==> config.mk <==
export PLATFORM = sky130hd
export DESIGN_NAME = sorted_event_priority_queue
export DESIGN_NICKNAME = d
export VERILOG_FILES = /design/src/sv/sepq_pkg.sv /design/src/sv/sepq_ram.sv /design/src/sv/sepq_dp.sv /design/src/sv/sepq_ctrl.sv /design/src/sv/sorted_event_priority_queue.sv
export SDC_FILE = /design/constraint.sdc
export NUM_CORES = 2
export LEC_CHECK = 0
export ABC_AREA = 1
export ABC_CLOCK_PERIOD_IN_PS = 14700
export BUFFER_PORTS_ARGS = -buffer_cell sky130_fd_sc_hd__buf_4
export CAP_MARGIN = 10
export CORE_MARGIN = 1
export CORE_UTILIZATION = 60
export DETAILED_ROUTE_END_ITERATION = 12
export PLACE_DENSITY = 0.78
export SYNTH_ARGS = -nofsm -noshare
export SYNTH_HDL_FRONTEND = slang
export SYNTH_HIERARCHICAL = 1
export SYNTH_SLANG_ARGS = --single-unit
==> constraint.sdc <==
create_clock -name clk_i -period 14.7 [get_ports clk_i]
set_input_delay 1.47 -clock clk_i [delete_from_list [all_inputs] [get_ports clk_i]]
set_output_delay 1.47 -clock clk_i [all_outputs]
set_load 0.05 [all_outputs]
==> src/sv/sepq_pkg.sv <==
// Package for the sorted event priority queue: sizes, codes, payload and control types.
`timescale 1ns / 1ps
package sepq_pkg;

  localparam int unsigned QUEUE_DEPTH = 64;
  localparam int unsigned TIME_BITS   = 16;
  localparam int unsigned KIND_BITS   = 3;
  localparam int unsigned IDX_W       = (QUEUE_DEPTH > 1) ? $clog2(QUEUE_DEPTH) : 1;
  localparam int unsigned CNT_W       = $clog2(QUEUE_DEPTH + 1);
  localparam int unsigned ENTRY_W     = TIME_BITS + KIND_BITS;

  // Request command codes
  localparam logic CMD_INSERT = 1'b0;
  localparam logic CMD_POP    = 1'b1;

  typedef logic [IDX_W-1:0] idx_t;
  typedef logic [CNT_W-1:0] cnt_t;

  typedef enum logic [1:0] {
    STATUS_OK    = 2'd0,
    STATUS_EMPTY = 2'd1,
    STATUS_FULL  = 2'd2
  } status_e;

  typedef struct packed {
    logic [TIME_BITS-1:0] evt_time;
    logic [KIND_BITS-1:0] evt_kind;
  } entry_t;

  typedef struct packed {
    logic                 cmd;
    logic [TIME_BITS-1:0] event_time;
    logic [KIND_BITS-1:0] event_kind;
  } req_t;

  typedef struct packed {
    status_e              status;
    logic [TIME_BITS-1:0] popped_time;
    logic [KIND_BITS-1:0] popped_kind;
    logic                 now_empty;
  } res_t;

  // Controller to datapath commands
  typedef struct packed {
    logic    load_req;
    logic    rd_prev;
    logic    wr_shift;
    logic    wr_new;
    logic    pop_commit;
    logic    ins_commit;
    logic    res_load;
    logic    res_from_ram;
    status_e res_status;
  } ctrl_cmd_t;

  // Datapath to controller status
  typedef struct packed {
    logic empty;
    logic full;
    logic req_pop;
    logic j_zero;
    logic later;
  } dp_stat_t;

  // Physical slot of a logical offset from the head of the circular store
  function automatic idx_t wrap_add(input idx_t base, input idx_t off);
    logic [IDX_W:0] s;
    s = {1'b0, base} + {1'b0, off};
    if (s >= (IDX_W + 1)'(QUEUE_DEPTH)) begin
      s = s - (IDX_W + 1)'(QUEUE_DEPTH);
    end
    return s[IDX_W-1:0];
  endfunction

endpackage

==> src/sv/sepq_ram.sv <==
// Generic single write port, single read port RAM with registered read data.
`timescale 1ns / 1ps
module sepq_ram #(
  parameter int unsigned WIDTH = 8,
  parameter int unsigned DEPTH = 64
) (
  input  logic                                    clk_i,
  input  logic                                    we_i,
  input  logic [((DEPTH > 1) ? $clog2(DEPTH) : 1)-1:0] waddr_i,
  input  logic [WIDTH-1:0]                        wdata_i,
  input  logic [((DEPTH > 1) ? $clog2(DEPTH) : 1)-1:0] raddr_i,
  output logic [WIDTH-1:0]                        rdata_o
);

  logic [WIDTH-1:0] mem_q [DEPTH];

  // Write port
  always_ff @(posedge clk_i) begin
    if (we_i) begin
      mem_q[waddr_i] <= wdata_i;
    end
  end

  // Registered read port
  always_ff @(posedge clk_i) begin
    rdata_o <= mem_q[raddr_i];
  end

endmodule

==> src/sv/sepq_dp.sv <==
// Datapath: circular sorted store, head and occupancy, request and result registers.
`timescale 1ns / 1ps
module sepq_dp (
  input  logic                clk_i,
  input  logic                rst_ni,
  input  sepq_pkg::req_t      req_i,
  input  sepq_pkg::ctrl_cmd_t cmd_i,
  output sepq_pkg::dp_stat_t  stat_o,
  output sepq_pkg::res_t      result_o
);

  sepq_pkg::idx_t                      head_q, head_d;
  sepq_pkg::cnt_t                      occ_q, occ_d;
  sepq_pkg::cnt_t                      j_q, j_d;
  logic [sepq_pkg::TIME_BITS-1:0]      t_q;
  logic [sepq_pkg::KIND_BITS-1:0]      k_q;
  sepq_pkg::res_t                      res_q;
  sepq_pkg::entry_t                    rd_entry;
  sepq_pkg::entry_t                    wr_entry;
  logic [sepq_pkg::ENTRY_W-1:0]        rdata;
  sepq_pkg::idx_t                      j_idx;
  sepq_pkg::idx_t                      waddr, raddr;
  logic                                we;

  assign rd_entry = sepq_pkg::entry_t'(rdata);
  assign j_idx    = j_q[sepq_pkg::IDX_W-1:0];

  // Store addressing: head for pop, logical j-1 for the insert scan, logical j for writes
  always_comb begin
    raddr = head_q;
    if (cmd_i.rd_prev) begin
      raddr = sepq_pkg::wrap_add(head_q, j_idx - sepq_pkg::idx_t'(1));
    end
    waddr = sepq_pkg::wrap_add(head_q, j_idx);
    we    = cmd_i.wr_shift | cmd_i.wr_new;
    if (cmd_i.wr_new) begin
      wr_entry.evt_time = t_q;
      wr_entry.evt_kind = k_q;
    end else begin
      wr_entry = rd_entry;
    end
  end

  sepq_ram #(
    .WIDTH(sepq_pkg::ENTRY_W),
    .DEPTH(sepq_pkg::QUEUE_DEPTH)
  ) u_store (
    .clk_i  (clk_i),
    .we_i   (we),
    .waddr_i(waddr),
    .wdata_i(wr_entry),
    .raddr_i(raddr),
    .rdata_o(rdata)
  );

  // Head, occupancy and scan index updates
  always_comb begin
    head_d = head_q;
    occ_d  = occ_q;
    j_d    = j_q;
    if (cmd_i.load_req) begin
      j_d = occ_q;
    end
    if (cmd_i.wr_shift) begin
      j_d = j_q - sepq_pkg::cnt_t'(1);
    end
    if (cmd_i.pop_commit) begin
      occ_d = occ_q - sepq_pkg::cnt_t'(1);
      if (head_q == sepq_pkg::idx_t'(sepq_pkg::QUEUE_DEPTH - 1)) begin
        head_d = '0;
      end else begin
        head_d = head_q + sepq_pkg::idx_t'(1);
      end
    end
    if (cmd_i.ins_commit) begin
      occ_d = occ_q + sepq_pkg::cnt_t'(1);
    end
  end

  always_ff @(posedge clk_i or negedge rst_ni) begin
    if (!rst_ni) begin
      head_q <= '0;
      occ_q  <= '0;
      j_q    <= '0;
    end else begin
      head_q <= head_d;
      occ_q  <= occ_d;
      j_q    <= j_d;
    end
  end

  // Request payload
  always_ff @(posedge clk_i) begin
    if (cmd_i.load_req) begin
      t_q <= req_i.event_time;
      k_q <= req_i.event_kind;
    end
  end

  // Result payload
  always_ff @(posedge clk_i) begin
    if (cmd_i.res_load) begin
      res_q.status <= cmd_i.res_status;
      if (cmd_i.res_from_ram) begin
        res_q.popped_time <= rd_entry.evt_time;
        res_q.popped_kind <= rd_entry.evt_kind;
      end else begin
        res_q.popped_time <= '0;
        res_q.popped_kind <= '0;
      end
      if (cmd_i.pop_commit) begin
        res_q.now_empty <= (occ_q == sepq_pkg::cnt_t'(1));
      end else if (cmd_i.ins_commit) begin
        res_q.now_empty <= 1'b0;
      end else begin
        res_q.now_empty <= (occ_q == '0);
      end
    end
  end

  assign result_o = res_q;

  // Status back to the controller
  assign stat_o.empty   = (occ_q == '0);
  assign stat_o.full    = (occ_q == sepq_pkg::cnt_t'(sepq_pkg::QUEUE_DEPTH));
  assign stat_o.req_pop = (req_i.cmd == sepq_pkg::CMD_POP);
  assign stat_o.j_zero  = (j_q == '0);
  assign stat_o.later   = (rd_entry.evt_time > t_q);

endmodule

==> src/sv/sepq_ctrl.sv <==
// Controller: sequences pop, error replies and the insert shift scan.
`timescale 1ns / 1ps
module sepq_ctrl (
  input  logic                clk_i,
  input  logic                rst_ni,
  input  logic                start,
  input  sepq_pkg::dp_stat_t  stat_i,
  output logic                busy,
  output logic                done_o,
  output sepq_pkg::ctrl_cmd_t cmd_o
);

  typedef enum logic [1:0] {
    ST_IDLE,
    ST_POP_WAIT,
    ST_INS_RD,
    ST_INS_CMP
  } state_e;

  state_e state_q, state_d;
  logic   done_q, done_d;

  // Next state and datapath commands
  always_comb begin
    state_d = state_q;
    done_d  = 1'b0;
    cmd_o   = '0;
    cmd_o.res_status = sepq_pkg::STATUS_OK;
    case (state_q)
      ST_IDLE: begin
        if (start) begin
          cmd_o.load_req = 1'b1;
          if (stat_i.req_pop) begin
            if (stat_i.empty) begin
              cmd_o.res_load   = 1'b1;
              cmd_o.res_status = sepq_pkg::STATUS_EMPTY;
              done_d           = 1'b1;
            end else begin
              // store read port sits on the head while idle
              state_d = ST_POP_WAIT;
            end
          end else if (stat_i.full) begin
            cmd_o.res_load   = 1'b1;
            cmd_o.res_status = sepq_pkg::STATUS_FULL;
            done_d           = 1'b1;
          end else begin
            state_d = ST_INS_RD;
          end
        end
      end
      ST_POP_WAIT: begin
        cmd_o.res_load     = 1'b1;
        cmd_o.res_from_ram = 1'b1;
        cmd_o.pop_commit   = 1'b1;
        done_d             = 1'b1;
        state_d            = ST_IDLE;
      end
      ST_INS_RD: begin
        if (stat_i.j_zero) begin
          cmd_o.wr_new     = 1'b1;
          cmd_o.ins_commit = 1'b1;
          cmd_o.res_load   = 1'b1;
          done_d           = 1'b1;
          state_d          = ST_IDLE;
        end else begin
          cmd_o.rd_prev = 1'b1;
          state_d       = ST_INS_CMP;
        end
      end
      ST_INS_CMP: begin
        // Later entries move up one slot; equal times stay ahead of the new event
        if (stat_i.later) begin
          cmd_o.wr_shift = 1'b1;
          state_d        = ST_INS_RD;
        end else begin
          cmd_o.wr_new     = 1'b1;
          cmd_o.ins_commit = 1'b1;
          cmd_o.res_load   = 1'b1;
          done_d           = 1'b1;
          state_d          = ST_IDLE;
        end
      end
      default: begin
        state_d = ST_IDLE;
      end
    endcase
  end

  always_ff @(posedge clk_i or negedge rst_ni) begin
    if (!rst_ni) begin
      state_q <= ST_IDLE;
      done_q  <= 1'b0;
    end else begin
      state_q <= state_d;
      done_q  <= done_d;
    end
  end

  assign busy   = (state_q != ST_IDLE);
  assign done_o = done_q;

endmodule

==> src/sv/sorted_event_priority_queue.sv <==
// Top level: time-ordered event queue with FIFO order among equal times.
// Sequence: pop on empty and insert into full answer in the cycle after the request; a pop
// passes ST_POP_WAIT while the head is read. An insert passes ST_INS_RD and ST_INS_CMP once
// per shift, S being the stored events later than the new one, then writes the new event.
// Throughput: busy covers a pop or insert job up to its result; a new request may be taken in the strobe cycle.
// Reset clears occupancy and head; the event store is not cleared. No receiver stall.
`timescale 1ns / 1ps
module sorted_event_priority_queue (
  input  logic             clk_i,
  input  logic             rst_ni,
  input  logic             start,
  output logic             busy,
  input  sepq_pkg::req_t   req_i,
  output logic             done_o,
  output sepq_pkg::res_t   result_o
);

  sepq_pkg::ctrl_cmd_t ctrl_cmd;
  sepq_pkg::dp_stat_t  dp_stat;

  sepq_ctrl u_ctrl (
    .clk_i (clk_i),
    .rst_ni(rst_ni),
    .start (start),
    .stat_i(dp_stat),
    .busy  (busy),
    .done_o(done_o),
    .cmd_o (ctrl_cmd)
  );

  sepq_dp u_dp (
    .clk_i   (clk_i),
    .rst_ni  (rst_ni),
    .req_i   (req_i),
    .cmd_i   (ctrl_cmd),
    .stat_o  (dp_stat),
    .result_o(result_o)
  );

  // A result strobe only comes once the sequencer is back to idle
  assert property (@(posedge clk_i) disable iff (!rst_ni) done_o |-> !busy)
    else $error("result strobe while busy");

  // Every accepted request either answers at once or starts a multi-cycle job
  assert property (@(posedge clk_i) disable iff (!rst_ni) (start && !busy) |=> (busy || done_o))
    else $error("accepted request dropped");

  // An empty-queue pop reports an empty queue and zero payload
  assert property (@(posedge clk_i) disable iff (!rst_ni)
    (done_o && result_o.status == sepq_pkg::STATUS_EMPTY) |->
      (result_o.now_empty && result_o.popped_time == '0 && result_o.popped_kind == '0))
    else $error("bad empty pop result");

  // A successful insert never leaves the queue empty
  assert property (@(posedge clk_i) disable iff (!rst_ni)
    (done_o && $past(ctrl_cmd.ins_commit)) |-> !result_o.now_empty)
    else $error("insert reported empty queue");

endmodule

==> run summary <==
Detailed Route WL = 152000 microns
area of the multi-input gates = 0.0135 sq mm
CTS tree = yes
CP most frequent cell = a21oi_1
Nets = 4638
clock slew seen by the registers of the worst setup and hold paths = 0.06 ns
Reg area = 0.0387 sq mm
synth warn = 6
Yosys reg bits = 1299
Final Cycle Share = 39.2%
Port Buf Inserts = 46
Tot GR Track Use = 33.6%
CTS buffer count = 132
Startpoint Class = flop
initial antenna violation count = 8
Core Footprint = 0.0884 sq mm
RSZ-0062 raised after global routing = false
first-pass GRT wire length = 222000 microns
post-DR vias/cell = 6.34
post-CTS sizing = 0
Slew HR = 9.38%
critical-path maximum fanout = 34
I/O pin total = 47
detailed placement HPWL = 85500 microns
hold_ws = 0.474 ns
commonest non-fill, non-tap cells in the layout = 1656 x nand2_1, 1257 x edfxtp_1, 1050 x nand3_1, 134 x clkbuf_16, 101 x buf_4
Synth cell types = 41
drt pass-1 iters = 8
standard-cell rows = 109
worst skew pair latency = 0.76 ns
sequential element share of the synthesized area = 72.3%
crit path DAT = 6.12 ns
layout cells sized above 1 = 8.61%
die width = 301 microns
fmax = 173 MHz
type of the worst setup path = flop to flop
clk sinks = 1299
maximum clock insertion buffer count = 3
Cell Chain, Critical Path = ha_1 > a21oi_1 > o21ai_0 > a21oi_1 > a21oi_1 > o31ai_2 > buf_4 > inv_2 > buf_4 > nand2_1 > nand4_1 > nor2_2
Post-synth EDFFs = 1257
post-CTS setup buffer count = 0
final core occ = 66.9%
routed length per instance = 25.9 microns
fill cell count = 6159
setup TNS = 0 ns
number of global-route vias before repair = 34.6k
worst slack, placed = 9.28 ns
CTS Root Cell = clkbuf_16
# hold bufs at CTS = 0
synthesized net count = 4677
H-Tree Depth = 4
max incr delay on CP = 1.37 ns
status = complete, no violations
Congestion Overflow GR = 0
Tmin final = 5.77 ns
Crit-path slowest cell = nor2_2
commonest non-fill, non-tap cell in the layout = nand2_1
ANT nets after route = 0
Mapped Area = 0.0536 sq mm
Worst Hold Class = flop to flop
final hold vios = 0
Syn Area/Cell = 11.6 sq um
final setup slack of the worst path = 8.93 ns
fraction of registers with async set/reset = 1.77%
Slew @ Worst Pin = 1.36 ns
worst path required time = 15.06 ns
Primary FF master, synth = edfxtp_1
number of max-cap violations = 0
pin count of the biggest net entering global routing = 270
Syn Inst Count = 4618
Post-route DRC = 0
die area = 0.0905 sq mm
Worst setup EP type = flop
drt first-iter violations = 6339
# setup viols final = 0
die height = 301 microns
GPL Wtd Cong = 0.919
initial core utilization = 60.6%
via count = 37.1k
antenna cells = 0
worst clock skew = 0.0319 ns
final max-slew violation count = 0
area growth from synthesis to layout = 10.4%
## cell families after synthesis
group / share of synthesized area [%]
XOR/XNOR: 0.311
flip-flops: 72.3
AO/OA/AOI/OAI: 0.677
buffers and inverters: 3.40
AND/OR/NAND/NOR: 22.5
adder cells (fa/ha/maj): 0.869
## metal layers
layer | track usage (%) | vias up | wire length, microns
met5 | 0 | - | 88
met4 | 19.3 | 12 | 9480
met3 | 10.6 | 500 | 22600
met2 | 48.6 | 2771 | 66600
met1 | 45.1 | 17700 | 52800
li1 | - | 16100 | -
## through the flow
step | instances | instance area (sq um)
finish | 5847 | 59100
global route | 5847 | 59100
floorplan | 4618 | 53600
CTS | 5847 | 59100
detailed placement | 5610 | 54900
global placement | 5610 | 54900
## state kept, by name, summed over array words and instances, names as in the netlist
name / count
u_dp/u_store/rdata_o: 19
u_dp/result_o: 22
u_dp/head_q: 6
u_dp/j_q: 7
u_dp/t_q: 16
u_dp/k_q: 3
u_dp/occ_q: 7
u_dp/u_store/mem_q: 1216
u_ctrl/done_o: 1
u_ctrl/state_q: 2
## synth_stat cells, drive strengths merged (17+ instances only)
cell type	n	area [sq um]
o21ai	31	155
edfxtp	1257	37700
nand2	1662	6250
dfrtp	23	576
inv	95	359
clkbuf	44	165
nand3	1051	5270
nand4	17	106
dfxtp	19	380
nor2	80	313
ha	34	425
buf	234	1290
## worst max-delay path: cells and delay by family (launching register included)
family	cells	cell delay, ns
adder cells (fa/ha/maj)	1	0.34
AO/OA/AOI/OAI	5	0.81
flip-flops	1	0.65
AND/OR/NAND/NOR	3	2.91
buffers and inverters	3	0.61
## cell type report
cell class / count / share of cell area, %
timing repair buffer: 105 / 1.42
multi-input combinational: 2945 / 22.8
clock inverter: 69 / 1.25
clock buffer: 168 / 5.97
sequential: 1299 / 65.5
inverter: 96 / 0.658
tap: 1165 / 2.47
## path summary, 6_finish.rpt
kind	startpoint	end	slack, ns	cells after the start
max in group asynchronous	rst_ni	u_dp/head_q[3]	13.82	1
min	u_dp/occ_q[6]	u_dp/occ_q[6]	0.47	1
min in group asynchronous	rst_ni	u_ctrl/done_o	0.62	1
max	u_dp/u_store/rdata_o[14]	u_dp/u_store/mem_q[62][17]	8.93	12
max reg2reg	u_dp/u_store/rdata_o[14]	u_dp/u_store/mem_q[62][17]	8.93	12
min reg2reg	u_dp/occ_q[6]	u_dp/occ_q[6]	0.47	1
Power is left out: the tool's default activity adds up to more than one toggle a clock period on the data nets, which glitch-free logic cannot reach.
